## config.mk

```make
export PLATFORM = sky130hd
export DESIGN_NAME = serial_commanded_stepper_sequencer_core
export DESIGN_NICKNAME = d
export VERILOG_FILES = /design/src/hw/rtl/scss_pkg.sv /design/src/hw/rtl/scss_front.sv /design/src/hw/rtl/scss_queue.sv /design/src/hw/rtl/scss_back.sv /design/src/hw/rtl/serial_commanded_stepper_sequencer_core.sv
export SDC_FILE = /design/constraint.sdc
export NUM_CORES = 1
export LEC_CHECK = 0
export ABC_AREA = 1
export BUFFER_PORTS_ARGS = -buffer_cell sky130_fd_sc_hd__buf_2
export CAP_MARGIN = 0
export CELL_PAD_IN_SITES_DETAIL_PLACEMENT = 1
export CELL_PAD_IN_SITES_GLOBAL_PLACEMENT = 2
export CORE_UTILIZATION = 42
export DETAILED_ROUTE_END_ITERATION = 8
export PLACE_DENSITY_LB_ADDON = 0.1
export SETUP_SLACK_MARGIN = 0.15
export SLEW_MARGIN = 20
export SYNTH_ARGS = -nofsm -noshare
export SYNTH_HDL_FRONTEND = slang
export SYNTH_SLANG_ARGS = --single-unit
```

## constraint.sdc

```tcl
create_clock -name clk -period 5.3 [get_ports clk]
set_input_delay 1.06 -clock clk [delete_from_list [all_inputs] [get_ports clk]]
set_output_delay 1.06 -clock clk [all_outputs]
set_load 0.02 [all_outputs]
```

## src/hw/rtl/scss_pkg.sv

```systemverilog
// shared types and constants for the serial commanded stepper sequencer
// no dependencies; used by the front, queue, back, top level and checker
package scss_pkg;

	localparam logic [7:0] CH_S     = 8'h73;
	localparam logic [7:0] CH_F     = 8'h66;
	localparam logic [7:0] CH_N     = 8'h6E;
	localparam logic [7:0] CH_BIG_F = 8'h46;
	localparam logic [7:0] CH_0     = 8'h30;
	localparam logic [7:0] CH_9     = 8'h39;

	localparam logic [9:0] RELOAD_RESET = 10'd199;
	localparam logic [1:0] DIR_RESET    = 2'b01;

	localparam logic [3:0] COIL_TABLE [4] = '{4'h3, 4'h6, 4'hC, 4'h9};

	typedef enum logic [1:0] {
		KIND_ERR  = 2'd0,
		KIND_ECHO = 2'd1,
		KIND_STEP = 2'd2
	} kind_t;

	typedef struct packed {
		kind_t           kind;
		logic [3:0][7:0] chars;
		logic [3:0]      coil;
		logic            led;
		logic            running;
	} job_t;

	typedef struct packed {
		logic full;
		logic empty;
	} q_stat_t;

endpackage

```

## src/hw/rtl/scss_front.sv

```systemverilog
// front end: command parser, step timer and coil state; emits one job per result group
// depends on scss_pkg
module scss_front (
	input  logic             clk,
	input  logic             arst_n,
	input  logic             in_valid,
	input  logic             in_func,
	input  logic [7:0]       in_byte,
	output logic             in_ready,
	input  logic             cfg_valid,
	input  logic [1:0]       cfg_data,
	input  scss_pkg::q_stat_t q_stat,
	output logic             push,
	output scss_pkg::job_t   push_job
);

	logic [1:0]  pos_q;
	logic [7:0]  chars_q [3];
	logic [9:0]  reload_active_q;
	logic [9:0]  reload_pending_q;
	logic [9:0]  tick_q;
	logic        running_q;
	logic [10:0] steps_q;
	logic [1:0]  step_pos_q;
	logic [3:0]  coil_q;
	logic        led_q;
	logic [1:0]  dir_q;

	logic        accept;
	logic        letter;
	logic        digit;
	logic        char_ok;
	logic [9:0]  value;
	logic        wrap;
	logic        count_done;

	logic [1:0]  pos_d;
	logic [9:0]  reload_active_d;
	logic [9:0]  reload_pending_d;
	logic [9:0]  tick_d;
	logic        running_d;
	logic [10:0] steps_d;
	logic [1:0]  step_pos_d;
	logic [3:0]  coil_d;
	logic        led_d;

	assign in_ready = !q_stat.full;
	assign accept   = in_valid && in_ready;

	assign letter  = (in_byte == scss_pkg::CH_S) || (in_byte == scss_pkg::CH_F) ||
			 (in_byte == scss_pkg::CH_N);
	assign digit   = (in_byte >= scss_pkg::CH_0) && (in_byte <= scss_pkg::CH_9);
	assign char_ok = (pos_q == 2'd0) ? letter : digit;

	// digits are 0x30..0x39, so the low nibble is the digit value
	assign value = 10'(chars_q[1][3:0]) * 10'd100 + 10'(chars_q[2][3:0]) * 10'd10 +
		       10'(in_byte[3:0]);

	assign wrap       = tick_q >= reload_active_q;
	assign count_done = (steps_q == 11'd0);

	always_comb begin
		pos_d            = pos_q;
		reload_active_d  = reload_active_q;
		reload_pending_d = reload_pending_q;
		tick_d           = tick_q;
		running_d        = running_q;
		steps_d          = steps_q;
		step_pos_d       = step_pos_q;
		coil_d           = coil_q;
		led_d            = led_q;
		push             = 1'b0;
		push_job.kind    = scss_pkg::KIND_ERR;
		push_job.chars   = {in_byte, chars_q[2], chars_q[1], chars_q[0]};
		if (accept) begin
			if (!in_func) begin
				if (char_ok) begin
					if (pos_q == 2'd3) begin
						pos_d         = 2'd0;
						push          = 1'b1;
						push_job.kind = scss_pkg::KIND_ECHO;
						if (chars_q[0] == scss_pkg::CH_F) begin
							if (value == 10'd0) begin
								running_d = 1'b0;
							end else begin
								tick_d           = 10'd0;
								reload_pending_d = value;
								running_d        = 1'b1;
							end
						end else if (chars_q[0] == scss_pkg::CH_N) begin
							steps_d   = 11'(value);
							tick_d    = 10'd0;
							running_d = 1'b1;
						end
					end else begin
						pos_d = pos_q + 2'd1;
					end
				end else begin
					pos_d         = 2'd0;
					push          = 1'b1;
					push_job.kind = scss_pkg::KIND_ERR;
				end
			end else if (running_q) begin
				if (wrap) begin
					tick_d          = 10'd0;
					reload_active_d = reload_pending_q;
					push            = 1'b1;
					push_job.kind   = scss_pkg::KIND_STEP;
					if (!steps_q[10]) begin
						steps_d = steps_q - 11'd1;
					end
					if (count_done) begin
						running_d = 1'b0;
					end else begin
						coil_d     = scss_pkg::COIL_TABLE[step_pos_q];
						led_d      = !led_q;
						step_pos_d = step_pos_q + dir_q;
					end
				end else begin
					tick_d = tick_q + 10'd1;
				end
			end
		end
		push_job.coil    = coil_d;
		push_job.led     = led_d;
		push_job.running = running_d;
	end

	always_ff @(posedge clk or negedge arst_n) begin
		if (!arst_n) begin
			pos_q            <= 2'd0;
			reload_active_q  <= scss_pkg::RELOAD_RESET;
			reload_pending_q <= scss_pkg::RELOAD_RESET;
			tick_q           <= 10'd0;
			running_q        <= 1'b1;
			steps_q          <= 11'd0;
			step_pos_q       <= 2'd0;
			coil_q           <= 4'd0;
			led_q            <= 1'b0;
			dir_q            <= scss_pkg::DIR_RESET;
		end else begin
			pos_q            <= pos_d;
			reload_active_q  <= reload_active_d;
			reload_pending_q <= reload_pending_d;
			tick_q           <= tick_d;
			running_q        <= running_d;
			steps_q          <= steps_d;
			step_pos_q       <= step_pos_d;
			coil_q           <= coil_d;
			led_q            <= led_d;
			if (cfg_valid) begin
				dir_q <= cfg_data;
			end
		end
	end

	// command characters, no reset
	always_ff @(posedge clk) begin
		if (accept && !in_func && char_ok && (pos_q != 2'd3)) begin
			chars_q[pos_q] <= in_byte;
		end
	end

endmodule

```

## src/hw/rtl/scss_queue.sv

```systemverilog
// job queue between the front end and the beat generator
// depends on scss_pkg
module scss_queue #(
	parameter int QDEPTH = 4
) (
	input  logic              clk,
	input  logic              arst_n,
	input  logic              push,
	input  scss_pkg::job_t    push_job,
	input  logic              pop,
	output scss_pkg::job_t    head_job,
	output scss_pkg::q_stat_t stat
);

	localparam int PW = (QDEPTH > 1) ? $clog2(QDEPTH) : 1;
	localparam int CW = $clog2(QDEPTH + 1);

	scss_pkg::job_t mem_q [QDEPTH];
	logic [PW-1:0]  wr_ptr_q;
	logic [PW-1:0]  rd_ptr_q;
	logic [CW-1:0]  count_q;
	logic           do_push;
	logic           do_pop;

	assign stat.full  = (count_q == CW'(QDEPTH));
	assign stat.empty = (count_q == '0);
	assign do_push    = push && !stat.full;
	assign do_pop     = pop && !stat.empty;
	assign head_job   = mem_q[rd_ptr_q];

	always_ff @(posedge clk or negedge arst_n) begin
		if (!arst_n) begin
			wr_ptr_q <= '0;
			rd_ptr_q <= '0;
			count_q  <= '0;
		end else begin
			if (do_push) begin
				wr_ptr_q <= (wr_ptr_q == PW'(QDEPTH - 1)) ? '0 : wr_ptr_q + PW'(1);
			end
			if (do_pop) begin
				rd_ptr_q <= (rd_ptr_q == PW'(QDEPTH - 1)) ? '0 : rd_ptr_q + PW'(1);
			end
			if (do_push && !do_pop) begin
				count_q <= count_q + CW'(1);
			end else if (do_pop && !do_push) begin
				count_q <= count_q - CW'(1);
			end
		end
	end

	always_ff @(posedge clk) begin
		if (do_push) begin
			mem_q[wr_ptr_q] <= push_job;
		end
	end

endmodule

```

## src/hw/rtl/scss_back.sv

```systemverilog
// back end: expands the head job into one or four output beats
// depends on scss_pkg
module scss_back (
	input  logic              clk,
	input  logic              arst_n,
	input  scss_pkg::job_t    head_job,
	input  scss_pkg::q_stat_t q_stat,
	output logic              pop,
	output logic              out_valid,
	input  logic              out_ready,
	output logic              out_tx_valid,
	output logic [7:0]        out_tx_byte,
	output logic [3:0]        out_coil,
	output logic              out_led,
	output logic              out_running,
	output logic              out_last
);

	logic [1:0] beat_q;
	logic       beat_done;

	assign out_valid   = !q_stat.empty;
	assign out_coil    = head_job.coil;
	assign out_led     = head_job.led;
	assign out_running = head_job.running;

	always_comb begin
		unique case (head_job.kind)
			scss_pkg::KIND_ERR: begin
				out_tx_valid = 1'b1;
				out_tx_byte  = scss_pkg::CH_BIG_F;
				out_last     = 1'b1;
			end
			scss_pkg::KIND_ECHO: begin
				out_tx_valid = 1'b1;
				out_tx_byte  = head_job.chars[beat_q];
				out_last     = (beat_q == 2'd3);
			end
			default: begin
				out_tx_valid = 1'b0;
				out_tx_byte  = 8'd0;
				out_last     = 1'b1;
			end
		endcase
	end

	assign beat_done = out_valid && out_ready;
	assign pop       = beat_done && out_last;

	always_ff @(posedge clk or negedge arst_n) begin
		if (!arst_n) begin
			beat_q <= 2'd0;
		end else if (beat_done) begin
			beat_q <= out_last ? 2'd0 : beat_q + 2'd1;
		end
	end

endmodule

```

## src/hw/rtl/serial_commanded_stepper_sequencer_core.sv

```systemverilog
// Serial commanded full-step stepper sequencer. Each input beat is a received
// serial byte (s_tuser = 0) or one prescaled timer tick (s_tuser = 1); the front
// end takes one beat per cycle while its job queue (QDEPTH jobs) has room. A
// rejected byte gives one 'F' beat, a completed four-character command gives four
// echo beats, a timer wrap gives one step beat (m_tuser = 0). The beat generator
// sends one output beat per cycle while m_tready is high, so a command echo takes
// four output beats and a single-beat result one; the queue decouples both sides.
// Depends on scss_pkg, scss_front, scss_queue and scss_back.
module serial_commanded_stepper_sequencer_core #(
	parameter int QDEPTH = 4
) (
	input  logic        clk,
	input  logic        arst_n,
	input  logic        s_tvalid,
	output logic        s_tready,
	input  logic [7:0]  s_tdata,   // [7:0] rx_byte
	input  logic        s_tuser,   // [0] func
	output logic        m_tvalid,
	input  logic        m_tready,
	output logic [15:0] m_tdata,   // [7:0] tx_byte, [11:8] coil_pattern, [12] led, [13] running
	output logic        m_tuser,   // [0] tx_valid
	output logic        m_tlast,
	input  logic        cfg_valid,
	output logic        cfg_ready,
	input  logic [1:0]  cfg_data   // direction
);

	scss_pkg::q_stat_t q_stat;
	scss_pkg::job_t    push_job;
	scss_pkg::job_t    head_job;
	logic              push;
	logic              pop;
	logic [7:0]        tx_byte;
	logic [3:0]        coil;
	logic              led;
	logic              running;

	assign cfg_ready = 1'b1;

	scss_front u_front (
		.clk       (clk),
		.arst_n    (arst_n),
		.in_valid  (s_tvalid),
		.in_func   (s_tuser),
		.in_byte   (s_tdata),
		.in_ready  (s_tready),
		.cfg_valid (cfg_valid),
		.cfg_data  (cfg_data),
		.q_stat    (q_stat),
		.push      (push),
		.push_job  (push_job)
	);

	scss_queue #(
		.QDEPTH (QDEPTH)
	) u_queue (
		.clk      (clk),
		.arst_n   (arst_n),
		.push     (push),
		.push_job (push_job),
		.pop      (pop),
		.head_job (head_job),
		.stat     (q_stat)
	);

	scss_back u_back (
		.clk          (clk),
		.arst_n       (arst_n),
		.head_job     (head_job),
		.q_stat       (q_stat),
		.pop          (pop),
		.out_valid    (m_tvalid),
		.out_ready    (m_tready),
		.out_tx_valid (m_tuser),
		.out_tx_byte  (tx_byte),
		.out_coil     (coil),
		.out_led      (led),
		.out_running  (running),
		.out_last     (m_tlast)
	);

	assign m_tdata = {2'b00, running, led, coil, tx_byte};

endmodule

```

==> results of run 1 <==
-- placed cells by master, fill, tap and decap left out, drive strengths merged, types with 20 or more instances in the layout --
cell / count
nand2: 202
edfxtp: 184
nor2: 146
o21ai: 119
inv: 97
nand3: 65
dfrtp: 50
ha: 47
buf: 46
clkbuf: 29
o211ai: 20
-- tightest hold or removal path, delay by kind of cell, from the launching register on --
family | cells | cell delay [ns]
and+or+nand+nor | 2 | 0.10
DFF | 1 | 0.37
-- cell families after synthesis --
kind of cell / after synthesis / share of synthesized area, %
AND/OR/NAND/NOR: 439 / 16.3
flip-flops: 246 / 61.1
AO/OA/AOI/OAI: 192 / 9.66
buffers and inverters: 143 / 5.22
adder cells (fa/ha/maj): 53 / 6.10
XOR/XNOR: 18 / 1.36
other: 2 / 0.0647
multiplexers: 2 / 0.194
-- final cells by class --
type | count | area (um^2)
antenna | 1 | 2.50
clock buffer | 29 | 683
tap | 341 | 427
multi-input combinational | 707 | 3950
sequential | 246 | 7090
fill | 2921 | 14000
clock inverter | 19 | 259
timing repair buffer | 46 | 263
inverter | 98 | 369
-- path summary, 6_finish.rpt --
kind	start	end	slack [ns]	cells past startpoint
worst max-delay path	u_queue.rd_ptr_q[0]$_DFFE_PN0P_	m_tdata[3]	1.20	9
worst min-delay path	u_front.reload_pending_q[7]$_DFFE_PN1P_	u_front.reload_pending_q[7]$_DFFE_PN1P_	0.47	2
worst max register to register	u_front.chars_q[1][0]$_DFFE_PP_	u_front.tick_q[2]$_DFFE_PN0P_	1.61	16
worst min register to register	u_front.reload_pending_q[7]$_DFFE_PN1P_	u_front.reload_pending_q[7]$_DFFE_PN1P_	0.47	2
max in group asynchronous	arst_n	u_queue.rd_ptr_q[0]$_DFFE_PN0P_	3.74	2
min in group asynchronous	arst_n	u_front.reload_active_q[8]$_DFFE_PN0P_	0.51	1
-- routing by layer --
layer	global-route usage [%]	vias to the layer above
li1	-	3826
met5	0	-
met3	2.35	42
met1	27.4	3958
met2	38.7	118
met4	5.18	2
-- state kept, by name, summed over array words and instances (netlist names), 2 cells and up --
register                  cells
u_front.step_pos_q            2
u_front.reload_pending_q     10
u_front.dir_q                 2
u_back.beat_q                 2
u_front.pos_q                 2
u_front.tick_q               10
u_queue.wr_ptr_q              2
u_queue.count_q               3
u_queue.rd_ptr_q              2
u_queue.mem_q               160
u_front.steps_q              11
u_front.reload_active_q      10
u_front.chars_q              24
u_front.coil_q                4
-- metrics by stage --
stage	setup slack, ns	area, um^2	std cells	power, mW	util (%)
after floorplan	1.36	11600	1096	3.49	-
after global placement	1.45	12100	1438	4.00	44.7
after detailed placement	1.41	12100	1438	4.04	44.8
after CTS	1.18	13000	1486	6.04	48.2
after global routing	0.999	13000	1486	6.29	48.2
final	1.20	13000	1487	5.97	48.3
-- power groups by stage --
stage	Sequential (mW)	Clock [mW]	Combinational [mW]
final	2.33	1.99	1.65
after global routing	2.35	2.08	1.86
after floorplan	2.32	0	1.17
after detailed placement	2.36	0	1.68
after global placement	2.36	0	1.64
after CTS	2.33	2.03	1.69
-- synthesized netlist by cell type (all sizes together) --
| master | instances | area share (%) |
|---|---|---|
| mux2 | 2 | 0.19 |
| ha | 47 | 5.1 |
| nor2 | 146 | 5.1 |
| o21ai | 119 | 5.4 |
| a31oi | 4 | 0.22 |
| nand3 | 65 | 2.9 |
| xor2 | 10 | 0.75 |
| nand2 | 202 | 6.9 |
| clkinv | 2 | 0.075 |
| fa | 6 | 1.0 |
| nand4 | 8 | 0.43 |
| inv | 96 | 3.1 |
| buf | 23 | 1.3 |
| and2 | 1 | 0.075 |
| conb | 2 | 0.065 |
| o22ai | 17 | 0.97 |
| or2 | 3 | 0.18 |
| xnor2 | 8 | 0.60 |
| dfstp | 12 | 2.7 |
| o211ai | 20 | 1.3 |
| nor3 | 12 | 0.56 |
| a211oi | 2 | 0.13 |
| o221ai | 10 | 0.75 |
| clkbuf | 22 | 0.71 |
| a21oi | 18 | 0.78 |
| dfrtp | 50 | 11 |
| nand3b | 2 | 0.13 |
| edfxtp | 184 | 48 |
| o21bai | 2 | 0.13 |
==> reports/metrics.yaml, run 1 <==
setup_violations: 0
synth_cells: 1095
critical_path_class: "reg -> out"
core_um2: 27000
area_growth_syn_to_layout_pct: 12.4
start_kind: "flop"
vias: 7946
finalHoldWorstSlack_ns: 0.467
crit_arrival_ns: 3.04
ys_warn_count: 0
end_kind: "primary output"
avgSynthCellArea_um2: 10.6
drtIter0Drc: 417
drt_pass1_iterations: 4
grt.overflow.total: 0
slew_headroom_pct: 48.2
grt_max_degree: 61
yosysSeqAreaShare_pct: 61.1
post_drt_wl_per_cell_um: 19.6
drt-total-wl_um: 29100
antenna_found_initial: 2
die_h_um: 168
start_util_pct: 42.9
insertion_delay_ns: 0.52
cpMostUsedCell: "nor2_1"
grtUsageTotal_pct: 21.4
p_int_mw: 3.94
syn-cell-area_um2: 11600
fin_crit_sh_pct: 77.4
p_sw_mw: 2.03
hold_violations: 0
share_comb_of_total_power_pct: 27.7
swShare_pct: 34.0
finalCriticalPeriod_ns: 4.10
dpl.hpwl_um: 19000
tritoncts: "done"
slowest_delay_ns: 0.58
nets: 1195
io_buffers: 33
wl_met1_um: 12700
seqPwrFrac_pct: 38.9
path_clk_slew_ns: 0.06
die_width_um: 168
cp.required_ns: 4.24
status: "complete, no violations"
slowest_stage: "dfrtp_2"
crit_chain: "inv_2 -> buf_4 -> nor2_1 -> nor2_1 -> o21ai_0 -> o211ai_1 -> nand3_1 -> a21oi_1 -> buf_2"
worstMarginPinSlew_ns: 0.776
highest_layer: "met5"
cp_top_family: "buffers and inverters"
cp_max_fo: 32
cellLeakagePower_nw: 5.27
cts_root_buffer: "clkbuf_16"
rsz0062_at_grt: "false"
post_cts_buffers: 0
min_path_type: "reg -> reg"
ctsResizeCount: 0
die_area_um2: 28300
grt_pass1_vias: 8273
yosys_register_bits: 246
powerDensity_nw_per_um2: 458
hold_buffers: 0
synth_cell_types: 46
power_frac_clock_pct: 33.4
clock.fmax_mhz: 244
postRouteAntennaNets: 0
gp_congestion: 0.754
wl_met3_um: 1060
setup_tns_ns: 0
grt_first_pass_wirelength_um: 46700
rows: 60
ctsHtreeMaxLevel: 1
clk_path_buf_depth: 3
clock-sinks: 246
drc: 0
cp.buffers_inverters: 3
vdd_ir_drop_max_mv: 0.223
drive_gt1_share_pct: 13.2
ios: 37
maxCapViolations: 0
wl_met2_um: 14800
clock_skew_ns: 0.0125
slew_viol_final: 0
cts_inserted_buffers: 27
via_per_inst: 5.34
(Power assumes the default switching activity.)
==> run 2: changes to the inputs <==
- clock period: 5.3 -> 4.23 ns (I/O delays scaled with it)
==> run 2 against run 1 <==
  * Critical path depth fell by 3
  * Utilization hardly changed
  * Critical path type unchanged
  * Worst setup slack worse by 0.64 ns
  * Worst hold slack got worse by 0.15 ns
==> reports/metrics.yaml, run 2 (synthesis results as in run 1) <==
status: "complete, no violations"
drc: 0
insertion_delay_ns: 0.53
crit_chain: "buf_4 -> o21ai_0 -> o221ai_1 -> nand3_1 -> a21oi_1 -> buf_2"
largest_reg_flops: 160
clock_skew_ns: 0.0131
end_kind: "primary output"
swShare_pct: 34.8
vdd_ir_drop_max_mv: 0.323
critical_path_class: "reg -> out"
via_per_inst: 5.27
seqPwrFrac_pct: 40.5
share_comb_of_total_power_pct: 28.9
post_drt_wl_per_cell_um: 19.3
p_sw_mw: 2.52
nets: 1205
powerDensity_nw_per_um2: 555
rsz0062_at_grt: "false"
vias: 7885
grt_pass1_vias: 8226
cellLeakagePower_nw: 5.29
crit_arrival_ns: 2.82
grt_first_pass_wirelength_um: 46300
layout_common_cells: "192 x nand2_1, 184 x edfxtp_1, 136 x nor2_1, 108 x o21ai_0, 90 x inv_1"
slew_headroom_pct: 45.7
antenna_found_initial: 2
post_cts_buffers: 0
ios: 37
final_common_cell: "nand2_1"
cp.required_ns: 3.38
start_util_pct: 42.9
hold_violations: 0
core_um2: 27000
cp.buffers_inverters: 2
maxCapViolations: 0
dpl.hpwl_um: 19300
setup_violations: 0
slowest_delay_ns: 0.81
p_int_mw: 4.72
final_core_util_pct: 48.3
worstMarginPinSlew_ns: 0.811
cts_root_buffer: "clkbuf_16"
path_clk_slew_ns: 0.06
grt_max_degree: 47
dp_slack_ns: 0.557
slowest_stage: "dfrtp_1"
fin_area_um2: 13000
grt.overflow.total: 0
drtIter0Drc: 420
drt-total-wl_um: 28900
placed_area_um2: 12200
ctsHtreeMaxLevel: 1
rr_startpoint: "u_front.chars_q[1][0]$_DFFE_PP_"
io_buffers: 33
cp_max_fo: 16
die_area_um2: 28300
cp_top_family: "flip-flops"
cts_inserted_buffers: 27
area_growth_syn_to_layout_pct: 12.4
r2r_slack_ns: 0.58
worstReg2RegEnd: "u_front.tick_q[2]$_DFFE_PN0P_"
start_kind: "flop"
clk_path_buf_depth: 3
ctsResizeCount: 0
die_h_um: 168
power_frac_clock_pct: 30.6
drt_pass1_iterations: 4
min_path_type: "in -> async"
fin_crit_sh_pct: 86.8
postRouteAntennaNets: 0
finalHoldWorstSlack_ns: 0.318
drive_gt1_share_pct: 13.2
clock.fmax_mhz: 273
tritoncts: "done"
hold_buffers: 0
grtUsageTotal_pct: 21.2
slew_viol_final: 0
r2r_cells: 16
top_regs: "u_queue.mem_q (160), u_front.chars_q (24), u_front.steps_q (11)"
top_register: "u_queue.mem_q"
gp_congestion: 0.757
finalCriticalPeriod_ns: 3.67
setup_tns_ns: 0
fin_ws_ns: 0.560
die_width_um: 168
clock-sinks: 246
rows: 60
==> run 2: changes by cell type in the layout (fill, tap and decap cells not counted), moves of 2 or more <==
cell	change
bufinv_16	-4
buf_12	+4
nor2_2	-2
nor2_1	+2
clkinv_1	+4
clkinvlp_4	-3
buf_4	+7
clkbuf_1	+3
==> run 2: routing by layer <==
layer / wire length [um] / global-route usage, % / up-vias
li1: - / - / 3837
met2: 14700 / 38.0 / 106
met5: 13 / 0 / -
met4: 465 / 4.78 / 2
met3: 1160 / 2.80 / 38
met1: 12600 / 27.3 / 3902
==> run 2: worst max-delay path by stage <==
stage	from	to	slack [ns]	cells past startpoint
2_1_floorplan	s_tuser	u_queue.mem_q[0][0]$_DFFE_PP_	0.51	6
3_3_place_gp	u_front.chars_q[2][3]$_DFFE_PP_	u_front.tick_q[2]$_DFFE_PN0P_	0.64	18
3_5_place_dp	u_front.chars_q[2][3]$_DFFE_PP_	u_front.tick_q[2]$_DFFE_PN0P_	0.56	18
4_1_cts	u_queue.rd_ptr_q[1]$_DFFE_PN0P_	m_tdata[2]	0.55	6
5_1_grt	u_front.chars_q[2][3]$_DFFE_PP_	u_front.tick_q[7]$_DFFE_PN0P_	0.25	18
6_report	u_queue.rd_ptr_q[1]$_DFFE_PN0P_	m_tdata[3]	0.56	6
==> run 2: final cells by class <==
| class | instances | area (um^2) |
|---|---|---|
| well taps | 341 | 427 |
| repair buffers | 56 | 390 |
| diodes | 1 | 2.50 |
| clock buffers | 32 | 694 |
| flip-flops and latches | 246 | 7090 |
| inverters | 98 | 369 |
| fillers | 2936 | 14000 |
| clock inverters | 16 | 129 |
| multi-input cells | 707 | 3940 |
==> run 2: power by group through the flow <==
stage	clock, mW	combinational, mW	sequential (mW)
finish	2.22	2.09	2.93
global route	2.35	2.33	2.95
CTS	2.27	2.14	2.93
detailed placement	0	2.12	2.97
global placement	0	2.08	2.97
floorplan	0	1.47	2.91
==> run 2: through the flow <==
stage               total power [mW]  cells
floorplan                       4.38   1096
global placement                5.05   1448
detailed placement              5.10   1448
CTS                             7.34   1496
global route                    7.63   1496
finish                          7.23   1497
